## config.mk

```make
export PLATFORM = sky130hd
export DESIGN_NAME = ikin_sqrt
export DESIGN_NICKNAME = d
export VERILOG_FILES = /design/src/rtl/ikin_pkg.sv /design/src/rtl/ikin_sqrt.sv
export SDC_FILE = /design/constraint.sdc
export NUM_CORES = 1
export LEC_CHECK = 0
export BUFFER_PORTS_ARGS = -buffer_cell sky130_fd_sc_hd__buf_2
export CORE_ASPECT_RATIO = 0.7
export CORE_MARGIN = 3
export CORE_UTILIZATION = 45
export CTS_BUF_LIST = sky130_fd_sc_hd__clkbuf_16
export CTS_CLUSTER_DIAMETER = 200
export DETAILED_ROUTE_END_ITERATION = 16
export GPL_TIMING_DRIVEN = 0
export PLACE_DENSITY = 0.59
export SKIP_CTS_REPAIR_TIMING = 1
export SLEW_MARGIN = 10
export SYNTH_ARGS = -nofsm -noshare
export SYNTH_HDL_FRONTEND = slang
export SYNTH_SLANG_ARGS = --single-unit
export TNS_END_PERCENT = 100
```

## constraint.sdc

```tcl
create_clock -name clk -period 11.6 [get_ports clk]
set_input_delay 2.32 -clock clk [delete_from_list [all_inputs] [get_ports clk]]
set_output_delay 2.32 -clock clk [all_outputs]
set_load 0.05 [all_outputs]
```

## src/rtl/ikin_pkg.sv

```systemverilog
// Shared types, widths and constants for the arm inverse-kinematics block.
// Holds the CORDIC arctangent table and the Q32 angle rounding function.
// No dependencies.
package ikin_pkg;

	localparam int FRAC      = 16;            // angle fraction bits
	localparam int ANGLE_W   = FRAC + 10;     // signed degrees, +-180 fits
	localparam int DIFF_W    = ANGLE_W + 1;
	localparam int COORD_W   = 14;
	localparam int CFG_W     = 10;
	localparam int CFG_IDX_W = 8;
	localparam int S_DATA_W  = 48;
	localparam int M_DATA_W  = 64;
	localparam int YAW_W     = 19;
	localparam int INNER_W   = 22;
	localparam int OUTER_W   = 20;

	localparam int MUL_W     = 33;
	localparam int PROD_W    = 2 * MUL_W;

	localparam int ROOT_IN_W = 64;
	localparam int ROOT_W    = 32;

	localparam int CN_W      = 34;            // CORDIC operand width
	localparam int CXY_W     = 44;            // CORDIC x/y register width
	localparam int CZ_W      = 40;            // CORDIC angle, Q32 degrees
	localparam int ZD_W      = CZ_W + 1;      // doubled / offset angle
	localparam int ITER_W    = 5;
	localparam int NORM_BIT  = 40;

	localparam logic signed [CZ_W-1:0]  Q32_90   = 40'sd386547056640;
	localparam logic signed [CXY_W-1:0] NORM_LIM = CXY_W'(1) << NORM_BIT;

	// step conversion: |diff| * 6400 / (den << FRAC), den = 9 or 3
	localparam int STEP_V_W  = 22;
	localparam int STEP_Q_W  = 20;
	localparam int RECIP_SH  = 30;
	localparam logic [12:0] STEP_NUM = 13'd6400;
	localparam logic [28:0] RECIP_9  = 29'd119304647;  // floor(2^30 / 9)
	localparam logic [28:0] RECIP_3  = 29'd357913941;  // floor(2^30 / 3)
	localparam logic [3:0]  DEN_9    = 4'd9;
	localparam logic [3:0]  DEN_3    = 4'd3;

	typedef enum logic [CFG_IDX_W-1:0] {
		CFG_LINK     = 8'd0,
		CFG_OFFSET   = 8'd1,
		CFG_SHOULDER = 8'd2,
		CFG_EXTRA    = 8'd3
	} cfg_idx_t;

	typedef enum logic [4:0] {
		ST_IDLE, ST_MXX, ST_MYY, ST_RSQ, ST_RSQ_W, ST_MAA, ST_MBB, ST_MUU,
		ST_CHK, ST_MQ, ST_SQQ, ST_SQQ_W, ST_MAU, ST_MBU, ST_NUM,
		ST_AT1, ST_AT1_W, ST_AT2, ST_AT2_W, ST_YAW, ST_YAW_W,
		ST_STP_MUL, ST_STP_REC, ST_STP_FIX, ST_OUT
	} ikin_state_t;

	typedef enum logic [1:0] {
		CO_IDLE, CO_NORM, CO_ITER, CO_DONE
	} cordic_state_t;

	// atan(2^-i) in degrees, 32 fraction bits
	function automatic logic signed [CZ_W-1:0] atan_entry(input logic [ITER_W-1:0] i);
		case (i)
			5'd0:  return 40'sd193273528320;
			5'd1:  return 40'sd114096026022;
			5'd2:  return 40'sd60285206654;
			5'd3:  return 40'sd30601712202;
			5'd4:  return 40'sd15360239307;
			5'd5:  return 40'sd7687607528;
			5'd6:  return 40'sd3844741815;
			5'd7:  return 40'sd1922488225;
			5'd8:  return 40'sd961258780;
			5'd9:  return 40'sd480631223;
			5'd10: return 40'sd240315841;
			5'd11: return 40'sd120157949;
			5'd12: return 40'sd60078978;
			5'd13: return 40'sd30039489;
			5'd14: return 40'sd15019745;
			5'd15: return 40'sd7509872;
			5'd16: return 40'sd3754936;
			5'd17: return 40'sd1877468;
			5'd18: return 40'sd938734;
			5'd19: return 40'sd469367;
			5'd20: return 40'sd234684;
			5'd21: return 40'sd117342;
			5'd22: return 40'sd58671;
			5'd23: return 40'sd29335;
			5'd24: return 40'sd14668;
			5'd25: return 40'sd7334;
			5'd26: return 40'sd3667;
			5'd27: return 40'sd1833;
			5'd28: return 40'sd917;
			5'd29: return 40'sd458;
			5'd30: return 40'sd229;
			5'd31: return 40'sd115;
			default: return '0;
		endcase
	endfunction

	// Q32 degrees to FRAC bits, halves away from zero
	function automatic logic signed [ANGLE_W-1:0] round_q32(input logic signed [ZD_W-1:0] z);
		logic [ZD_W-1:0] m;
		logic [ZD_W-1:0] r;
		m = $unsigned(z[ZD_W-1] ? -z : z);
		r = (m + (ZD_W'(1) << (31 - FRAC))) >> (32 - FRAC);
		return z[ZD_W-1] ? -$signed(r[ANGLE_W-1:0]) : $signed(r[ANGLE_W-1:0]);
	endfunction

endpackage

```

## src/rtl/ikin_sqrt.sv

```systemverilog
// Bit-serial integer square root, one result bit per cycle.
// Depends on ikin_pkg.
module ikin_sqrt (
	input  logic                              clk,
	input  logic                              arst_n,
	input  logic                              start,
	input  logic [ikin_pkg::ROOT_IN_W-1:0]    value,
	output logic                              done,
	output logic [ikin_pkg::ROOT_W-1:0]       root
);
	import ikin_pkg::*;

	logic [ROOT_IN_W-1:0] v_q, r_q, bit_q, trial;
	logic [5:0]           cnt_q;
	logic                 busy_q, done_q;

	assign trial = r_q + bit_q;
	assign done  = done_q;
	assign root  = r_q[ROOT_W-1:0];

	always_ff @(posedge clk or negedge arst_n) begin
		if (!arst_n) begin
			busy_q <= 1'b0;
			done_q <= 1'b0;
			cnt_q  <= '0;
		end else begin
			done_q <= 1'b0;
			if (start) begin
				busy_q <= 1'b1;
				cnt_q  <= '0;
			end else if (busy_q) begin
				cnt_q <= cnt_q + 6'd1;
				if (cnt_q == 6'd31) begin
					busy_q <= 1'b0;
					done_q <= 1'b1;
				end
			end
		end
	end

	always_ff @(posedge clk) begin
		if (start) begin
			v_q   <= value;
			r_q   <= '0;
			bit_q <= ROOT_IN_W'(1) << (ROOT_IN_W - 2);
		end else if (busy_q) begin
			if (v_q >= trial) begin
				v_q <= v_q - trial;
				r_q <= (r_q >> 1) + bit_q;
			end else begin
				r_q <= r_q >> 1;
			end
			bit_q <= bit_q >> 2;
		end
	end

endmodule

```

==> out/metrics.cfg <==
[global_route]
track_usage_pct=31.1
grt_pass1_wl_um=88800
grt.overflow.total=0
grt_pass1_vias=14600
antenna_found_initial=1
grt_max_degree=29

[logic_synthesis]
synth.avg_cell_area_um2=7.88
syn_inst=2011
synth_ff_type=dfxtp_1
synth_cell_types=93
yosysWarnings=0
syn-cell-area_um2=15800
postSynth.asyncResetShare_pct=4.76
synth-seq-area-share_pct=25.5
syn-num-nets=2210
ys_ff_latch=168
synth-edff-count=64

[setup_path]
startpoint=r_q[10]
reg2reg_slack_ps=3490
crit_top_cell=a31oi_1
crit_path_end=v_q[32]
critPathMaxFanout=28
reg2reg_depth=22
path_delay_family=compound AO/OA/AOI/OAI gates
arrival_ps=8270
crit_path_max_incr_delay_ps=860
startpoint_type=register
r2r_start=r_q[10]
critPathCaptureType=register
cp.required_ps=11760
cp_num_buf_inv=5
worstSetupPathDepth=22
crit_type=register to register
path_cells=ha_1, a31oi_1, o21ai_0, a21oi_1, o21a_1, o21a_1, o21ai_1, a31oi_1, nor2_1, a21oi_1, xor2_1, ha_1, clkbuf_1, nand4_1, nor4_1, inv_1, a31oi_1, nand2_2, buf_4, buf_2, o21ai_4, buf_12
cp_slowest_cell=a31oi_1
r2r_end=v_q[32]

[place]
dp_hpwl_um=46100
dp_cells=2576
portBuffers=99
post_dp_cell_area_um2=17000
gp_congestion=0.976

[cells_and_area]
num_antenna_cells=0
area_growth_pct=10.7
layout.nets=2330
fin_cells=2608
design_area_um2=17500
drive_gt1_share_pct=11.1

[die]
io_pins=100
start_util_pct=46.4
die_w_um=230
die_area_um2=37500
die_height_um=163
rows=56
core_region_area_um2=34100

[clocking]
clock_latency_ps=470
numCtsBuffers=17
clock-sinks=168
cts-root-buf=clkbuf_16
clk_path_buf_depth=2
clk_pin_slew_ps=70
cts_tree=built
htreeDepth=4

[timing]
hold_violations=0
finalSetupTns_ps=0
drv_slew=0
finalClockSkew_ps=18.4
setup_violations=0
fmax_mhz=123
fin_crit_ps=8110
max_slew_margin_pct=13.7
rsz0062_at_grt=no
fin_crit_sh_pct=69.9
worst_slew_pin_slew_ps=1290

[routing]
drt-initial-drc-count=2030
via_count=16200
wl_um=59300
drt_first_pass_iters=5
via_per_inst=6.19
drc=0
antenna_left=0
routedWlPerCell_um=22.7

[power_and_ir_drop]
static-leakage-power_nw=7.12
power.density_nw_per_um2=250
p_comb_share_pct=64.6
seqPwrFrac_pct=21.9
sw_frac_of_total_pct=51.0
p_int_w=0.00214
p_sw_w=0.00223
p_total_w=0.00438
pwr-share-clk_pct=13.5
ir_drop_mv=0.152

[flow_run]
cap_violations=0

[min_path]
hold_path.class=register to register

[outcome]
status=finished clean

tightest hold or removal path, stage by stage, from the launching register on:
cell and delay, ps:
dfxtp_1 330, nor2_1 100, a311oi_1 60
worst min path at each step:
stage                     depth (start not counted)      to    from  slack [ps]
after floorplan                                   2  r_q[0]  r_q[0]         480
after global placement                            2  r_q[0]  r_q[0]         510
after detailed placement                          2  r_q[0]  r_q[0]         520
after CTS                                         2  r_q[0]  r_q[0]         530
after global routing                              2  r_q[0]  r_q[0]         570
final                                             2  r_q[0]  r_q[0]         530
logic make-up after synthesis:
family	share of synthesized area [%]
simple gates	19.3
compound gates	26.9
buf+inv	5.52
flops	25.5
xor+xnor	8.46
fa+ha+maj	10.5
mux	3.88
area by class of cell:
type / count / area, µm²
sequential: 168 / 4040
tap: 464 / 581
buffer: 140 / 702
multi-input combinational: 1657 / 10900
fill: 3363 / 16600
clock buffer: 18 / 450
inverter: 46 / 173
timing repair buffer: 101 / 536
clock inverter: 14 / 119
registers in the layout (all words and copies together) (netlist names):
signal and cells:
cnt_q 6, bit_q 32, done 1, r_q 64, v_q 64, busy_q 1
synth_stat cells (all sizes together) (46+ instances only):
library cell,instances,area (µm²)
nor2,184,691
dfxtp,96,1920
clkbuf,75,282
nand2,241,907
mux2i,52,521
nand4,53,347
xor2,64,561
inv,46,173
nand3,46,230
buf,65,420
a31oi,70,438
a21oi,140,704
xnor2,89,780
o21ai,178,902
a21o,48,360
edfxtp,64,1920
ha,131,1640
layout by cell type (no fill, tap or decap), types with 21 or more instances in the layout:
cell type | synthesis | final
dfxtp_1 | 96 | 96
xor2_1 | 64 | 64
nor2_1 | 184 | 184
buf_4 | 34 | 34
a31oi_1 | 70 | 70
nand2_1 | 240 | 240
clkbuf_1 | 75 | 75
o21bai_1 | 33 | 33
o21ai_0 | 154 | 153
xnor2_1 | 89 | 89
a21o_1 | 48 | 48
nand3_1 | 46 | 46
nand4_1 | 52 | 52
mux2i_1 | 52 | 52
a21oi_1 | 139 | 139
o21ai_1 | 21 | 21
ha_1 | 131 | 131
a211oi_1 | 35 | 35
nor3_1 | 26 | 26
edfxtp_1 | 64 | 64
inv_1 | 46 | 46
buf_2 | 15 | 114
power groups by stage:
stage / Clock [W] / Combinational, W / Sequential (W)
final: 0.000593 / 0.00283 / 0.000959
after global routing: 0.000620 / 0.00307 / 0.000971
after CTS: 0.000599 / 0.00276 / 0.000954
after detailed placement: 0 / 0.00274 / 0.000967
after global placement: 0 / 0.00269 / 0.00102
after floorplan: 0 / 0.00196 / 0.000945
metal layers:
| metal | wire length (µm) | up-vias | global-route usage, % |
|---|---|---|---|
| met5 | 0 | - | 0 |
| met1 | 29200 | 7644 | 48.8 |
| met3 | 6770 | 70 | 9.48 |
| met2 | 22000 | 782 | 39.9 |
| li1 | - | 7659 | - |
| met4 | 1380 | 0 | 8.21 |
stage by stage:
stage	utilization (%)	hold WS, ps	worst slack [ps]
2_1_floorplan	-	478	2220
3_3_place_gp	49.6	512	-3440
6_report	51.4	534	3490
4_1_cts	51.4	531	3710
3_5_place_dp	49.7	519	3750
5_1_grt	51.4	569	3010
No activity file was read; power rests on OpenSTA's default activity.
