### src/rtl/ikin_pkg.sv
// Shared types, widths and constants for the arm inverse-kinematics block.
// Holds the CORDIC arctangent table and the Q32 angle rounding function.
// No dependencies.
package ikin_pkg;

	localparam int FRAC      = 16;            // angle fraction bits
	localparam int ANGLE_W   = FRAC + 10;     // signed degrees, +-180 fits
	localparam int DIFF_W    = ANGLE_W + 1;
	localparam int COORD_W   = 14;
	localparam int CFG_W     = 10;
	localparam int CFG_IDX_W = 8;
	localparam int S_DATA_W  = 48;
	localparam int M_DATA_W  = 64;
	localparam int YAW_W     = 19;
	localparam int INNER_W   = 22;
	localparam int OUTER_W   = 20;

	localparam int MUL_W     = 33;
	localparam int PROD_W    = 2 * MUL_W;

	localparam int ROOT_IN_W = 64;
	localparam int ROOT_W    = 32;

	localparam int CN_W      = 34;            // CORDIC operand width
	localparam int CXY_W     = 44;            // CORDIC x/y register width
	localparam int CZ_W      = 40;            // CORDIC angle, Q32 degrees
	localparam int ZD_W      = CZ_W + 1;      // doubled / offset angle
	localparam int ITER_W    = 5;
	localparam int NORM_BIT  = 40;

	localparam logic signed [CZ_W-1:0]  Q32_90   = 40'sd386547056640;
	localparam logic signed [CXY_W-1:0] NORM_LIM = CXY_W'(1) << NORM_BIT;

	// step conversion: |diff| * 6400 / (den << FRAC), den = 9 or 3
	localparam int STEP_V_W  = 22;
	localparam int STEP_Q_W  = 20;
	localparam int RECIP_SH  = 30;
	localparam logic [12:0] STEP_NUM = 13'd6400;
	localparam logic [28:0] RECIP_9  = 29'd119304647;  // floor(2^30 / 9)
	localparam logic [28:0] RECIP_3  = 29'd357913941;  // floor(2^30 / 3)
	localparam logic [3:0]  DEN_9    = 4'd9;
	localparam logic [3:0]  DEN_3    = 4'd3;

	typedef enum logic [CFG_IDX_W-1:0] {
		CFG_LINK     = 8'd0,
		CFG_OFFSET   = 8'd1,
		CFG_SHOULDER = 8'd2,
		CFG_EXTRA    = 8'd3
	} cfg_idx_t;

	typedef enum logic [4:0] {
		ST_IDLE, ST_MXX, ST_MYY, ST_RSQ, ST_RSQ_W, ST_MAA, ST_MBB, ST_MUU,
		ST_CHK, ST_MQ, ST_SQQ, ST_SQQ_W, ST_MAU, ST_MBU, ST_NUM,
		ST_AT1, ST_AT1_W, ST_AT2, ST_AT2_W, ST_YAW, ST_YAW_W,
		ST_STP_MUL, ST_STP_REC, ST_STP_FIX, ST_OUT
	} ikin_state_t;

	typedef enum logic [1:0] {
		CO_IDLE, CO_NORM, CO_ITER, CO_DONE
	} cordic_state_t;

	// atan(2^-i) in degrees, 32 fraction bits
	function automatic logic signed [CZ_W-1:0] atan_entry(input logic [ITER_W-1:0] i);
		case (i)
			5'd0:  return 40'sd193273528320;
			5'd1:  return 40'sd114096026022;
			5'd2:  return 40'sd60285206654;
			5'd3:  return 40'sd30601712202;
			5'd4:  return 40'sd15360239307;
			5'd5:  return 40'sd7687607528;
			5'd6:  return 40'sd3844741815;
			5'd7:  return 40'sd1922488225;
			5'd8:  return 40'sd961258780;
			5'd9:  return 40'sd480631223;
			5'd10: return 40'sd240315841;
			5'd11: return 40'sd120157949;
			5'd12: return 40'sd60078978;
			5'd13: return 40'sd30039489;
			5'd14: return 40'sd15019745;
			5'd15: return 40'sd7509872;
			5'd16: return 40'sd3754936;
			5'd17: return 40'sd1877468;
			5'd18: return 40'sd938734;
			5'd19: return 40'sd469367;
			5'd20: return 40'sd234684;
			5'd21: return 40'sd117342;
			5'd22: return 40'sd58671;
			5'd23: return 40'sd29335;
			5'd24: return 40'sd14668;
			5'd25: return 40'sd7334;
			5'd26: return 40'sd3667;
			5'd27: return 40'sd1833;
			5'd28: return 40'sd917;
			5'd29: return 40'sd458;
			5'd30: return 40'sd229;
			5'd31: return 40'sd115;
			default: return '0;
		endcase
	endfunction

	// Q32 degrees to FRAC bits, halves away from zero
	function automatic logic signed [ANGLE_W-1:0] round_q32(input logic signed [ZD_W-1:0] z);
		logic [ZD_W-1:0] m;
		logic [ZD_W-1:0] r;
		m = $unsigned(z[ZD_W-1] ? -z : z);
		r = (m + (ZD_W'(1) << (31 - FRAC))) >> (32 - FRAC);
		return z[ZD_W-1] ? -$signed(r[ANGLE_W-1:0]) : $signed(r[ANGLE_W-1:0]);
	endfunction

endpackage

### src/rtl/ikin_mul.sv
// Shared signed multiplier with a registered product.
// Depends on ikin_pkg.
module ikin_mul (
	input  logic                              clk,
	input  logic signed [ikin_pkg::MUL_W-1:0]  a,
	input  logic signed [ikin_pkg::MUL_W-1:0]  b,
	output logic signed [ikin_pkg::PROD_W-1:0] p
);
	import ikin_pkg::*;

	always_ff @(posedge clk) begin
		p <= a * b;
	end

endmodule

### config.mk
export PLATFORM = sky130hd
export DESIGN_NAME = ikin_mul
export DESIGN_NICKNAME = d
export VERILOG_FILES = /design/src/rtl/ikin_pkg.sv /design/src/rtl/ikin_mul.sv
export SDC_FILE = /design/constraint.sdc
export NUM_CORES = 2
export LEC_CHECK = 0
export ABC_AREA = 1
export BUFFER_PORTS_ARGS = -buffer_cell sky130_fd_sc_hd__buf_2
export CORE_AREA = 2 2 257 259
export CTS_CLUSTER_DIAMETER = 200
export DETAILED_ROUTE_END_ITERATION = 8
export DIE_AREA = 0 0 259 261
export PLACE_DENSITY = 0.91
export SYNTH_ARGS = -nofsm -noshare
export SYNTH_HDL_FRONTEND = slang
export SYNTH_SLANG_ARGS = --single-unit
### constraint.sdc
create_clock -name clk -period 9.97 [get_ports clk]
set_input_delay 1.994 -clock clk [delete_from_list [all_inputs] [get_ports clk]]
set_output_delay 1.994 -clock clk [all_outputs]
set_load 0.1 [all_outputs]
==> tab_implementation.tex <==
\begin{tabular}{lr}
\hline
Metric & Value \\
\hline
\multicolumn{2}{l}{\textbf{Clock network}} \\
\quad H-tree level count & 3 \\
\quad Number of gates resized after cts & 0 \\
\quad Hold bufs inserted after CTS & 0 \\
\quad Root buffer selected by CTS & sky130\_fd\_sc\_hd\_\_clkbuf\_16 \\
\quad TritonCTS clock tree & done \\
\quad CTS buffer count & 9 \\
\quad CTS sink cnt & 66 \\
\quad CTS clock-pin slew for the worst setup and hold paths & roughly 0.070 ns \\
\quad Buffer count from post-CTS setup fixing & 0 \\
\quad Clock Path Buffers & 2 \\
\multicolumn{2}{l}{\textbf{Timing}} \\
\quad Actual slew at the worst max-slew pin & $\sim$1.3 ns \\
\quad Setup-failing EPs final & 0 \\
\quad Peak Freq & between 0.1 and 0.15 GHz \\
\quad Endpoints failing hold & 0 \\
\quad Max-slew violation count & 0 \\
\quad Part of the cycle the worst path needs & 91.7\% \\
\quad Max-slew headroom at the worst pin & approximately 11\% \\
\quad Unrepaired setup endpoints after global routing & false \\
\quad Total negative slack & 0 ns \\
\quad Final worst slack & 0.823 ns \\
\quad Final Critical Period & between 9 and 10 ns \\
\multicolumn{2}{l}{\textbf{Yosys}} \\
\quad Post-synthesis sequential area ratio & under 10\% \\
\quad Avg Synthesized Cell Area & 7.79 um2 \\
\quad Mapped Nets & 6972 \\
\quad Share of Yosys cell area claimed by the top area cell type & between 50\% and 60\% \\
\quad Dominant cells by area after synthesis & sky130\_fd\_sc\_hd\_\_fa\_1 53\%, sky130\_fd\_sc\_hd\_\_inv\_1 16\%, sky130\_fd\_sc\_hd\_\_nand2\_1 13\% \\
\quad Register bit count reported by yosys & 66 \\
\quad Cell area after synthesis & about 0.043 mm2 \\
\quad Number of synthesis warnings & 0 \\
\quad Cell type with the highest aggregate area in the netlist & sky130\_fd\_sc\_hd\_\_fa\_1 \\
\quad Count of flip-flops with a built-in enable after synthesis & 0 \\
\quad Count of cell types in the netlist & 35 \\
\quad Share of flip-flops with an asynchronous set or reset after synthesis & 0\% \\
\quad Synthesized netlist cell count & roughly 5500 \\
\quad Prevailing post-synth register cell & sky130\_fd\_sc\_hd\_\_dfxtp\_1 \\
\multicolumn{2}{l}{\textbf{Hold path}} \\
\quad Beginning of the worst hold path & b[0] \\
\quad Hold Path Class & in2reg \\
\multicolumn{2}{l}{\textbf{Setup path}} \\
\quad WP data arrival & 9.38 ns \\
\quad Startpoint Class & primary input \\
\quad Destination of the critical timing path & p[57] \\
\quad Critical path buffers and inverters & 4 \\
\quad Worst path most repeated cell & sky130\_fd\_sc\_hd\_\_fa\_1 \\
\quad Launch point of the worst path & b[10] \\
\quad Worst path top cell family by delay & adder cells \\
\quad Crit path capture type & flip-flop \\
\quad Biggest cell delay along the critical path & 0.76 ns \\
\quad Worst-path cell chain & buf\_2 -> nand2\_1 -> fa\_1 -> fa\_1 -> fa\_1 -> inv\_1 -> fa\_1 -> fa\_1 -> fa\_1 -> fa\_1 -> inv\_1 -> fa\_1 -> inv\_1 -> ha\_1 -> nand2\_1 -> nor2\_1 -> nand3\_1 -> nor2\_1 -> o21ai\_0 -> nand4\_1 -> nand2\_1 \\
\quad Required time worst endpoint & just over 10 ns \\
\quad Maximum fanout along the worst path & 33 \\
\quad Number of logic stages on the critical path including buffering & 21 \\
\quad Cell type of the slowest stage on the worst timing path & sky130\_fd\_sc\_hd\_\_fa\_1 \\
\quad CP Class & in2reg \\
\multicolumn{2}{l}{\textbf{Route}} \\
\quad Wire per inst & 19.3 um \\
\quad WL final & 122 mm \\
\quad Post-detailed-route count of antenna-violating nets & 0 \\
\quad Initial drt markers & 3188 \\
\quad DRC violation count after routing & 1 \\
\quad Vias/cell & approximately 5.6 \\
\quad Routed vias & 35200 \\
\quad First-pass iteration count of the detailed router & 9 \\
\multicolumn{2}{l}{\textbf{Run status}} \\
\quad Violations in the final reports & DRC \\
\quad Status & complete, but fails checks \\
\multicolumn{2}{l}{\textbf{Final layout}} \\
\quad Proportion of layout cells with a drive suffix above 1 & under 10\% \\
\quad Leading cell types in the layout, fill and taps excluded & 1894 x sky130\_fd\_sc\_hd\_\_inv\_1, 1517 x sky130\_fd\_sc\_hd\_\_nand2\_1, 1145 x sky130\_fd\_sc\_hd\_\_fa\_1 \\
\quad Util after Layout & between 60 and 70\% \\
\quad Number of filler instances in the final layout & 4728 \\
\quad Most common library cell in the layout ignoring fill and taps & sky130\_fd\_sc\_hd\_\_inv\_1 \\
\quad Area growth syn-to-layout & 2.89\% \\
\quad Net count of the finished layout & $\sim$7000 \\
\quad Top flop regs & p (66) \\
\quad Largest register FFs & 66 \\
\quad Most flops, register & p \\
\multicolumn{2}{l}{\textbf{Placed design}} \\
\quad Sum of net half-perimeters after detailed placement & slightly above 100 mm \\
\quad Port Buffers & 132 \\
\quad GPL Wtd Cong & just under 1 \\
\quad Worst setup slack after placement & around 0.6 ns \\
\multicolumn{2}{l}{\textbf{Global routing}} \\
\quad Global route overflow & 0 \\
\quad Largest net degree at the start of global routing & 34 \\
\quad Wire length of the first global-routing pass & roughly 200 mm \\
\quad Number of global-route vias before repair & between 40000 and 50000 \\
\quad Initial antenna violation count & 9 \\
\quad Tot GR Track Use & 38.4\% \\
\multicolumn{2}{l}{\textbf{Die}} \\
\quad Die Area & about 0.068 mm2 \\
\quad Die extent in x & 259 um \\
\quad CORE AREA & around 0.065 mm2 \\
\quad Number of rows in the core area & 94 \\
\quad Floorplan die height & 261 um \\
\quad Initial standard-cell utilization of the core & between 60\% and 70\% \\
\quad Number of top-level design ports & 133 \\
\multicolumn{2}{l}{\textbf{Run}} \\
\quad Max Cap Viol & 0 \\
\hline
\end{tabular}
## cell type report
type	instances	area (um2)	area share [%]
Clock buffer	11	233	0.524
Multi-Input combinational cell	3319	33800	76.0
Antenna cell	1	2.50	0.00563
Sequential cell	66	1320	2.97
Inverter	1895	7110	16.0
Tap cell	864	1080	2.43
Clock inverter	5	31.3	0.0704
Timing Repair Buffer	162	886	1.99
## stage by stage
stage / hold slack (ns) / cells / instance area (um2)
after global routing: 2.25 / 6323 / 44400
after floorplan: 2.26 / 5543 / 43200
after detailed placement: 2.54 / 6306 / 44200
after CTS: 2.21 / 6322 / 44400
final: 2.22 / 6323 / 44400
after global placement: 2.54 / 6306 / 44200
## worst min-delay path by stage
stage / end / slack [ns] / cells after the start
after CTS: p[0] / 2.21 / 4
final: p[0] / 2.22 / 4
after floorplan: p[0] / 2.26 / 3
after global routing: p[0] / 2.25 / 4
after global placement: p[0] / 2.54 / 4
after detailed placement: p[10] / 2.54 / 1
## layer usage
layer	wire length, um	track usage (%)	vias to the layer above
li1	-	-	14800
met1	38800	42.8	17100
met2	59100	64.8	2391
met3	13400	9.15	883
met4	10700	28.4	16
met5	130	0	-
## synthesized netlist by cell type (2+ instances only)
cell type,instances
sky130_fd_sc_hd__or2_2,5
sky130_fd_sc_hd__and2_1,2
sky130_fd_sc_hd__xor2_1,37
sky130_fd_sc_hd__o21ai_1,3
sky130_fd_sc_hd__ha_1,217
sky130_fd_sc_hd__nor2_1,131
sky130_fd_sc_hd__nand2_1,1517
sky130_fd_sc_hd__o21ai_0,19
sky130_fd_sc_hd__nor2_4,3
sky130_fd_sc_hd__nand2_2,17
sky130_fd_sc_hd__nand3_2,8
sky130_fd_sc_hd__a21oi_1,61
sky130_fd_sc_hd__inv_1,1894
sky130_fd_sc_hd__a21oi_2,4
sky130_fd_sc_hd__nand3_1,70
sky130_fd_sc_hd__fa_1,1145
sky130_fd_sc_hd__nand3b_1,3
sky130_fd_sc_hd__nor3_1,7
sky130_fd_sc_hd__clkbuf_1,262
sky130_fd_sc_hd__nor2_2,20
sky130_fd_sc_hd__o21bai_1,14
sky130_fd_sc_hd__a21o_1,2
sky130_fd_sc_hd__dfxtp_1,66
sky130_fd_sc_hd__xnor2_1,4
sky130_fd_sc_hd__nor4_1,4
sky130_fd_sc_hd__nand4_1,19
## cell families (layout without fill, tap and decap cells)
| family | after synthesis | count (layout) | synth area share (%) |
|---|---|---|---|
| AO/OA/AOI/OAI | 106 | 106 | 1.38 |
| AND/OR/NAND/NOR | 1810 | 1810 | 16.6 |
| flip-flops | 66 | 66 | 3.06 |
| XOR/XNOR | 41 | 41 | 0.832 |
| adder cells (fa/ha/maj) | 1362 | 1362 | 59.4 |
| other | 0 | 1 | 0 |
| buffers and inverters | 2158 | 2073 | 18.8 |
Power is not shown: default switching activity piles up to over one toggle a cycle in this logic, so the estimate is an artifact.
