===== src/rtl/ikin_pkg.sv =====
// Shared types, widths and constants for the arm inverse-kinematics block.
// Holds the CORDIC arctangent table and the Q32 angle rounding function.
// No dependencies.
package ikin_pkg;

	localparam int FRAC      = 16;            // angle fraction bits
	localparam int ANGLE_W   = FRAC + 10;     // signed degrees, +-180 fits
	localparam int DIFF_W    = ANGLE_W + 1;
	localparam int COORD_W   = 14;
	localparam int CFG_W     = 10;
	localparam int CFG_IDX_W = 8;
	localparam int S_DATA_W  = 48;
	localparam int M_DATA_W  = 64;
	localparam int YAW_W     = 19;
	localparam int INNER_W   = 22;
	localparam int OUTER_W   = 20;

	localparam int MUL_W     = 33;
	localparam int PROD_W    = 2 * MUL_W;

	localparam int ROOT_IN_W = 64;
	localparam int ROOT_W    = 32;

	localparam int CN_W      = 34;            // CORDIC operand width
	localparam int CXY_W     = 44;            // CORDIC x/y register width
	localparam int CZ_W      = 40;            // CORDIC angle, Q32 degrees
	localparam int ZD_W      = CZ_W + 1;      // doubled / offset angle
	localparam int ITER_W    = 5;
	localparam int NORM_BIT  = 40;

	localparam logic signed [CZ_W-1:0]  Q32_90   = 40'sd386547056640;
	localparam logic signed [CXY_W-1:0] NORM_LIM = CXY_W'(1) << NORM_BIT;

	// step conversion: |diff| * 6400 / (den << FRAC), den = 9 or 3
	localparam int STEP_V_W  = 22;
	localparam int STEP_Q_W  = 20;
	localparam int RECIP_SH  = 30;
	localparam logic [12:0] STEP_NUM = 13'd6400;
	localparam logic [28:0] RECIP_9  = 29'd119304647;  // floor(2^30 / 9)
	localparam logic [28:0] RECIP_3  = 29'd357913941;  // floor(2^30 / 3)
	localparam logic [3:0]  DEN_9    = 4'd9;
	localparam logic [3:0]  DEN_3    = 4'd3;

	typedef enum logic [CFG_IDX_W-1:0] {
		CFG_LINK     = 8'd0,
		CFG_OFFSET   = 8'd1,
		CFG_SHOULDER = 8'd2,
		CFG_EXTRA    = 8'd3
	} cfg_idx_t;

	typedef enum logic [4:0] {
		ST_IDLE, ST_MXX, ST_MYY, ST_RSQ, ST_RSQ_W, ST_MAA, ST_MBB, ST_MUU,
		ST_CHK, ST_MQ, ST_SQQ, ST_SQQ_W, ST_MAU, ST_MBU, ST_NUM,
		ST_AT1, ST_AT1_W, ST_AT2, ST_AT2_W, ST_YAW, ST_YAW_W,
		ST_STP_MUL, ST_STP_REC, ST_STP_FIX, ST_OUT
	} ikin_state_t;

	typedef enum logic [1:0] {
		CO_IDLE, CO_NORM, CO_ITER, CO_DONE
	} cordic_state_t;

	// atan(2^-i) in degrees, 32 fraction bits
	function automatic logic signed [CZ_W-1:0] atan_entry(input logic [ITER_W-1:0] i);
		case (i)
			5'd0:  return 40'sd193273528320;
			5'd1:  return 40'sd114096026022;
			5'd2:  return 40'sd60285206654;
			5'd3:  return 40'sd30601712202;
			5'd4:  return 40'sd15360239307;
			5'd5:  return 40'sd7687607528;
			5'd6:  return 40'sd3844741815;
			5'd7:  return 40'sd1922488225;
			5'd8:  return 40'sd961258780;
			5'd9:  return 40'sd480631223;
			5'd10: return 40'sd240315841;
			5'd11: return 40'sd120157949;
			5'd12: return 40'sd60078978;
			5'd13: return 40'sd30039489;
			5'd14: return 40'sd15019745;
			5'd15: return 40'sd7509872;
			5'd16: return 40'sd3754936;
			5'd17: return 40'sd1877468;
			5'd18: return 40'sd938734;
			5'd19: return 40'sd469367;
			5'd20: return 40'sd234684;
			5'd21: return 40'sd117342;
			5'd22: return 40'sd58671;
			5'd23: return 40'sd29335;
			5'd24: return 40'sd14668;
			5'd25: return 40'sd7334;
			5'd26: return 40'sd3667;
			5'd27: return 40'sd1833;
			5'd28: return 40'sd917;
			5'd29: return 40'sd458;
			5'd30: return 40'sd229;
			5'd31: return 40'sd115;
			default: return '0;
		endcase
	endfunction

	// Q32 degrees to FRAC bits, halves away from zero
	function automatic logic signed [ANGLE_W-1:0] round_q32(input logic signed [ZD_W-1:0] z);
		logic [ZD_W-1:0] m;
		logic [ZD_W-1:0] r;
		m = $unsigned(z[ZD_W-1] ? -z : z);
		r = (m + (ZD_W'(1) << (31 - FRAC))) >> (32 - FRAC);
		return z[ZD_W-1] ? -$signed(r[ANGLE_W-1:0]) : $signed(r[ANGLE_W-1:0]);
	endfunction

endpackage


===== src/rtl/ikin_cordic.sv =====
// Vectoring CORDIC giving atan(num/den) in Q32 degrees.
// Normalises one doubling per cycle, then 32 rotations. Depends on ikin_pkg.
module ikin_cordic (
	input  logic                             clk,
	input  logic                             arst_n,
	input  logic                             start,
	input  logic signed [ikin_pkg::CN_W-1:0] num,
	input  logic signed [ikin_pkg::CN_W-1:0] den,
	output logic                             done,
	output logic signed [ikin_pkg::CZ_W-1:0] angle
);
	import ikin_pkg::*;

	cordic_state_t state_q, state_d;

	logic signed [CXY_W-1:0] x_q, y_q, xs, ys;
	logic signed [CZ_W-1:0]  z_q;
	logic [ITER_W-1:0]       i_q;
	logic signed [CN_W-1:0]  nn, dd;
	logic                    norm_stop;

	// fold a negative denominator into the numerator
	assign dd = den[CN_W-1] ? -den : den;
	assign nn = den[CN_W-1] ? -num : num;

	assign norm_stop = (y_q >= NORM_LIM) || (y_q <= -NORM_LIM) || (x_q >= NORM_LIM);
	assign xs = x_q >>> i_q;
	assign ys = y_q >>> i_q;

	always_comb begin
		state_d = state_q;
		case (state_q)
			CO_IDLE: if (start) state_d = (dd == '0) ? CO_DONE : CO_NORM;
			CO_NORM: if (norm_stop) state_d = CO_ITER;
			CO_ITER: if (i_q == ITER_W'(31)) state_d = CO_DONE;
			CO_DONE: state_d = CO_IDLE;
			default: state_d = CO_IDLE;
		endcase
	end

	always_comb begin
		done  = (state_q == CO_DONE);
		angle = z_q;
	end

	always_ff @(posedge clk or negedge arst_n) begin
		if (!arst_n) begin
			state_q <= CO_IDLE;
		end else begin
			state_q <= state_d;
		end
	end

	always_ff @(posedge clk) begin
		case (state_q)
			CO_IDLE: begin
				if (start) begin
					x_q <= CXY_W'(dd);
					y_q <= CXY_W'(nn);
					i_q <= '0;
					if (dd == '0) begin
						z_q <= (nn > 0) ? Q32_90 : ((nn < 0) ? -Q32_90 : '0);
					end else begin
						z_q <= '0;
					end
				end
			end
			CO_NORM: begin
				if (!norm_stop) begin
					x_q <= x_q <<< 1;
					y_q <= y_q <<< 1;
				end
			end
			CO_ITER: begin
				if (!y_q[CXY_W-1]) begin
					x_q <= x_q + ys;
					y_q <= y_q - xs;
					z_q <= z_q + atan_entry(i_q);
				end else begin
					x_q <= x_q - ys;
					y_q <= y_q + xs;
					z_q <= z_q - atan_entry(i_q);
				end
				i_q <= i_q + ITER_W'(1);
			end
			default: ;
		endcase
	end

endmodule


===== config.mk =====
export PLATFORM = sky130hd
export DESIGN_NAME = ikin_cordic
export DESIGN_NICKNAME = d
export VERILOG_FILES = /design/src/rtl/ikin_pkg.sv /design/src/rtl/ikin_cordic.sv
export SDC_FILE = /design/constraint.sdc
export NUM_CORES = 1
export LEC_CHECK = 0
export BUFFER_PORTS_ARGS = -buffer_cell sky130_fd_sc_hd__buf_2
export CELL_PAD_IN_SITES_DETAIL_PLACEMENT = 1
export CELL_PAD_IN_SITES_GLOBAL_PLACEMENT = 1
export CORE_MARGIN = 1
export CORE_UTILIZATION = 25
export CTS_BUF_LIST = sky130_fd_sc_hd__clkbuf_4 sky130_fd_sc_hd__clkbuf_8 sky130_fd_sc_hd__clkbuf_16
export DETAILED_ROUTE_END_ITERATION = 6
export PLACE_DENSITY_LB_ADDON = 0.1
export SLEW_MARGIN = 20
export SYNTH_ARGS = -nofsm -noshare
export SYNTH_HDL_FRONTEND = slang
export SYNTH_SLANG_ARGS = --single-unit

===== constraint.sdc =====
create_clock -name clk -period 7.2 [get_ports clk]
set_input_delay 0.72 -clock clk [delete_from_list [all_inputs] [get_ports clk]]
set_output_delay 0.72 -clock clk [all_outputs]
set_load 0.05 [all_outputs]

==> results of run 1 <==
[cell families (layout without fill, tap and decap cells)]
| group | Yosys count | in the layout | share of synthesized area (%) |
|---|---|---|---|
| fa+ha+maj | 162 | 162 | 7.62 |
| compound gates | 1049 | 1049 | 26.2 |
| xor+xnor | 271 | 271 | 8.83 |
| buf+inv | 300 | 510 | 4.62 |
| flops | 173 | 173 | 17.9 |
| simple gates | 1070 | 1070 | 19.7 |
| other cells | 0 | 1 | 0 |
| mux | 269 | 269 | 15.2 |
[Yosys cell counts, drive strengths merged, types with 19 or more instances]
master  count
or2        22
or4        21
xnor2     155
clkbuf    150
o31ai      44
nand2     259
nand3      74
nor3      102
nor2b      33
a22oi      33
nor2      298
a221oi     57
inv        68
xor2      116
o221ai     19
nor3b      21
mux4      106
a21boi     22
mux2i     117
mux2       46
and3       43
buf        81
a31oi      47
or3        37
o21ai     169
ha        159
o22ai      27
o21a       30
a21o       74
edfxtp    133
dfxtp      38
nor4       25
nand4      23
a21oi     288
a211oi     35
and2       31
nand2b     41
o211ai     30
a22o       19
[metrics by stage]
| stage | instances | area, um^2 | setup WS (ns) | hold slack [ns] | util (%) |
|---|---|---|---|---|---|
| 2_1_floorplan | 3294 | 26900 | 0.825 | 0.424 | - |
| 3_3_place_gp | 4859 | 30600 | 0.178 | 0.508 | 28.8 |
| 3_5_place_dp | 4859 | 30600 | 0.0972 | 0.510 | 28.8 |
| 4_1_cts | 4892 | 31200 | 0.0404 | 0.515 | 29.4 |
| 5_1_grt | 4895 | 31200 | 0.00185 | 0.535 | 29.5 |
| 6_report | 4896 | 31200 | 0.233 | 0.548 | 29.5 |
[worst paths after layout]
check	end	slack (ns)	from
setup / recovery	y_q[41]$_DFFE_PP_	0.23	i_q[1]$_DFFE_PP_
hold / removal	state_q[1]$_DFFE_PN0P_	0.55	arst_n
setup reg to reg	y_q[41]$_DFFE_PP_	0.23	i_q[1]$_DFFE_PP_
hold reg to reg	state_q[1]$_DFFE_PN0P_	0.62	state_q[1]$_DFFE_PN0P_
max in group asynchronous	state_q[0]$_DFFE_PN0P_	6.56	arst_n
min in group clk	y_q[0]$_DFFE_PP_	0.59	num[0]
[placed cells by master, fill, tap and decap left out, drive strengths merged, types with 37 or more instances in the layout]
cell and n:
a21o 74, a21oi 288, a221oi 57, a31oi 47
and3 43, buf 408, dfxtp 38, edfxtp 133
ha 159, inv 76, mux2 46, mux2i 117
mux4 106, nand2 259, nand2b 41, nand3 74
nor2 298, nor3 102, o21ai 169, o31ai 44
or3 37, xnor2 155, xor2 116
[timing repair]
action / 4_1_cts / 5_1_grt
buffers inserted: 0 / 3
resized for setup: 0 / 7
endpoints found under the setup margin: 0 / 14
endpoints found under the hold margin: 2 / 0
hold buffers: 1 / 0
[routing by layer]
metal / global-route usage [%] / part of all wire, % / up-vias
li1: - / - / 13000
met4: 7.16 / 2.5 / 4
met5: 0 / 0.015 / -
met1: 36.7 / 48 / 14900
met3: 3.44 / 5.5 / 143
met2: 38.8 / 44 / 917
[layout make-up]
cell class	instances	area share, %
timing repair buffer	409	9.39
inverter	69	0.829
clock inverter	15	0.537
clock buffer	17	1.36
multi-input combinational	2821	66.9
antenna	1	0.00801
tap	1391	5.57
sequential	173	15.4
==> results_dict.tcl, run 1 <==
set metrics [dict create \
    share_of_post_route_cells_with_drive_strength_above_1_pct 18.9 \
    overall_die_width_um 330 \
    grt_ovf 0 \
    mappedNetlistNets 3527 \
    flow.area_growth_from_synthesis_pct 16.2 \
    synth_ff_type "sky130_fd_sc_hd__edfxtp_1" \
    wl_per_cell_um 28.6 \
    crit_top_cell "sky130_fd_sc_hd__buf_4" \
    worst_path_dominant_cell_family "simple AND/OR/NAND/NOR gates" \
    clk_transition_reported_paths_ns 0.08 \
    fin_crit_sh_pct 96.8 \
    synth.yosys.seq_area_share_pct 17.9 \
    worstSetupStartpointType "flip-flop" \
    cts.sink_count 173 \
    finalWeightedCongestion 0.983 \
    crit_path_top_delay_cell "sky130_fd_sc_hd__mux4_2" \
    synth-warning-count 0 \
    multiInputGateArea_um2 20900 \
    maximum_number_of_pins_on_one_net_before_global_route_repair 67 \
    final-seq-area_um2 4800 \
    grt_first_pass_wirelength_um 205000 \
    top_cell_type_by_total_area_after_synthesis "sky130_fd_sc_hd__edfxtp_1" \
    fin_crit_ns 6.97 \
    fill_cells 12600 \
    finalSetupTns_ns 0 \
    ctsHtreeMaxLevel 4 \
    cts_buffers 17 \
    synth.top_cell.area_share_pct 14.9 \
    netlist_top_cells_area "sky130_fd_sc_hd__edfxtp_1, sky130_fd_sc_hd__mux4_2, sky130_fd_sc_hd__ha_1" \
    maxSlewHeadroom_pct 24.2 \
    start_util_pct 25.4 \
    grt_antenna_before_repair 6 \
    via_per_inst 5.91 \
    dieArea_um2 109000 \
    grt_pass1_vias 29300 \
    criticalPathCategory "reg -> reg" \
    avgSynthCellArea_um2 8.16 \
    tritoncts_clock_tree "done" \
    drc 0 \
    clkLatencyLatePin_ns 0.54 \
    crit_fanout 24 \
    worstRegToRegCells 27 \
    core_region_area_um2 106000 \
    hold_path.class "in -> async" \
    finalClockSkew_ns 0.0245 \
    rsz0062_at_grt "no" \
    synth_cells 3294 \
    vias 28900 \
    hpwl_after_dpl_um 111000 \
    grt_util_all_layers_pct 25.3 \
    die_height_um 330 \
    num_rows 119 \
    outcome "complete, no violations" \
    io-pin-count 112 \
    finalMaxSlewViolations 0 \
    maxCapViolations 0 \
    maximum_buffer_depth_of_the_clock_tree 2 \
    max_incr_delay_on_cp_ns 0.57 \
    wire_length_reported_by_the_detailed_router_um 140000 \
    drtAntennaViolNets 0 \
    final-setup-viol-count 0 \
    ctsRootBufferMaster "sky130_fd_sc_hd__clkbuf_16" \
    nNetsFinal 3724 \
    critPathRequiredTime_ns 7.47 \
    critical_path_arrival_ns 7.24 \
    maxClockFrequency_mhz 144 \
    critical_path.endpoint_type "flip-flop" \
    netlist-cell-type-count 105 \
    ys_seq_elements 173 \
    synth-async-reset-ratio_pct 1.16 \
    cp.buffers_inverters 7 \
    cp_num_cells 27 \
    timing_worst_slew_pin_value_ns 1.14 \
    final_hold_viol_count 0 \
    number_of_synthesized_flops_with_an_enable_pin 133 \
    detailedRoute.firstPassIterationCount 6 \
    drtIter0Drc 2630 \
    io_buffer_count 111 \
    synth.cell_area_um2 26900 \
]
Power of run 1 is left out: the tool's default activity adds up to more than one toggle a clock period on the data nets, which glitch-free logic cannot reach.
==> run 2: changes to the inputs <==
--- a/config.mk
+++ b/config.mk
@@ -12,6 +12,7 @@
 export CORE_UTILIZATION = 25
 export CTS_BUF_LIST = sky130_fd_sc_hd__clkbuf_4 sky130_fd_sc_hd__clkbuf_8 sky130_fd_sc_hd__clkbuf_16
 export DETAILED_ROUTE_END_ITERATION = 6
+export MAX_ROUTING_LAYER = met4
 export PLACE_DENSITY_LB_ADDON = 0.1
 export SLEW_MARGIN = 20
 export SYNTH_ARGS = -nofsm -noshare
==> results_dict.tcl, run 2 (same netlist as run 1, synthesis figures left out) <==
set metrics [dict create \
    worstSetupStartpointType "flip-flop" \
    hpwl_after_dpl_um 112000 \
    timing_worst_slew_pin_value_ns 1.09 \
    drtAntennaViolNets 0 \
    crit_fanout 22 \
    maximum_number_of_pins_on_one_net_before_global_route_repair 100 \
    share_of_post_route_cells_with_drive_strength_above_1_pct 19.6 \
    maxClockFrequency_mhz 146 \
    final-seq-area_um2 4800 \
    finalClockSkew_ns 0.0255 \
    cp.buffers_inverters 6 \
    outcome "complete, no violations" \
    final_design_area_no_fill_um2 31400 \
    flow.area_growth_from_synthesis_pct 16.9 \
    fin_crit_sh_pct 95.1 \
    detailedRoute.firstPassIterationCount 6 \
    grt_ovf 0 \
    via_per_inst 5.89 \
    grt_first_pass_wirelength_um 206000 \
    ctsHtreeMaxLevel 4 \
    maxCapViolations 0 \
    clk_transition_reported_paths_ns 0.09 \
    detailed_place.area_um2 30700 \
    io-pin-count 112 \
    max_incr_delay_on_cp_ns 0.56 \
    clkLatencyLatePin_ns 0.54 \
    ctsRootBufferMaster "sky130_fd_sc_hd__clkbuf_16" \
    critical_path_arrival_ns 7.14 \
    grt_antenna_before_repair 3 \
    criticalPathCategory "reg -> reg" \
    critPathRequiredTime_ns 7.50 \
    finalMaxSlewViolations 0 \
    num_rows 119 \
    hold_path.class "in -> async" \
    overall_die_width_um 330 \
    drc 0 \
    grt_util_all_layers_pct 26.3 \
    cts.sink_count 173 \
    wl_per_cell_um 28.6 \
    critical_path.endpoint_type "flip-flop" \
    tritoncts_clock_tree "done" \
    maximum_buffer_depth_of_the_clock_tree 2 \
    multiInputGateArea_um2 20900 \
    fin_crit_ns 6.85 \
    nNetsFinal 3744 \
    start_util_pct 25.4 \
    final_hold_viol_count 0 \
    rsz0062_at_grt "yes" \
    final-setup-viol-count 0 \
    die_height_um 330 \
    fill_cells 12600 \
    finalWeightedCongestion 0.985 \
    worst_path_dominant_cell_family "compound AO/OA/AOI/OAI gates" \
    core_region_area_um2 106000 \
    maxSlewHeadroom_pct 26.6 \
    drtIter0Drc 2635 \
    wire_length_reported_by_the_detailed_router_um 141000 \
    vias 29000 \
    cts_buffers 17 \
    grt_pass1_vias 29300 \
    crit_top_cell "sky130_fd_sc_hd__buf_4" \
    most-common-layout-cells "sky130_fd_sc_hd__buf_4, sky130_fd_sc_hd__nor2_1, sky130_fd_sc_hd__a21oi_1" \
    setup_ws_ns 0.355 \
    pre_cts_slack_ns -0.0250 \
    mostFrequentLayoutCell "sky130_fd_sc_hd__buf_4" \
    crit_path_top_delay_cell "sky130_fd_sc_hd__edfxtp_1" \
    dieArea_um2 109000 \
    io_buffer_count 111 \
]
run 2: cell count changes in the layout (fill, tap and decap cells not counted), sizes merged:
cell | previous run | this run
clkbuf | 17 | 18
clkinvlp | 1 | 0
buf | 408 | 428
run 2: per-layer routing:
layer  up-vias  wire length, um  global-route usage [%]
met2       923            62500                    39.5
li1      13100                -                       -
met4         0             2930                    6.34
met3       141             7490                    2.87
met1     14800            67800                    37.3
met5         -                0                       -
run 2: path summary, 6_finish.rpt:
check | start | end | slack (ns) | cells after the start
max in group asynchronous | arst_n | state_q[0]$_DFFE_PN0P_ | 6.58 | 2
max | i_q[1]$_DFFE_PP_ | x_q[41]$_DFFE_PP_ | 0.35 | 26
min | arst_n | state_q[1]$_DFFE_PN0P_ | 0.53 | 2
min reg2reg | state_q[1]$_DFFE_PN0P_ | state_q[1]$_DFFE_PN0P_ | 0.62 | 2
min in group clk | state_q[1]$_DFFE_PN0P_ | state_q[1]$_DFFE_PN0P_ | 0.62 | 2
max reg2reg | i_q[1]$_DFFE_PP_ | x_q[41]$_DFFE_PP_ | 0.35 | 26
run 2: layout make-up:
type	count	area share (%)
diodes	1	0.00797
clock buffers	18	1.38
repair buffers	429	9.77
clock inverters	14	0.522
flip-flops and latches	173	15.3
multi-input cells	2821	66.7
well taps	1391	5.54
inverters	69	0.824
run 2: metrics by stage:
stage | hold WS (ns) | utilization [%] | setup TNS (ns) | instances
3_5_place_dp | 0.506 | 29.0 | -0.0250 | 4880
4_1_cts | 0.504 | 29.5 | 0 | 4913
6_report | 0.530 | 29.6 | 0 | 4916
2_1_floorplan | 0.424 | - | 0 | 3294
3_3_place_gp | 0.508 | 29.0 | 0 | 4880
5_1_grt | 0.544 | 29.6 | -0.000598 | 4916
run 2: timing repair:
action                     4_1_cts  5_1_grt
setup endpoints to repair        2       12
hold buffers                     1        0
buffers inserted                 0        2
pin swaps                        0        3
gates resized for setup          1       15
hold endpoints to repair         2        0
Power of run 2 is left out for the same reason.
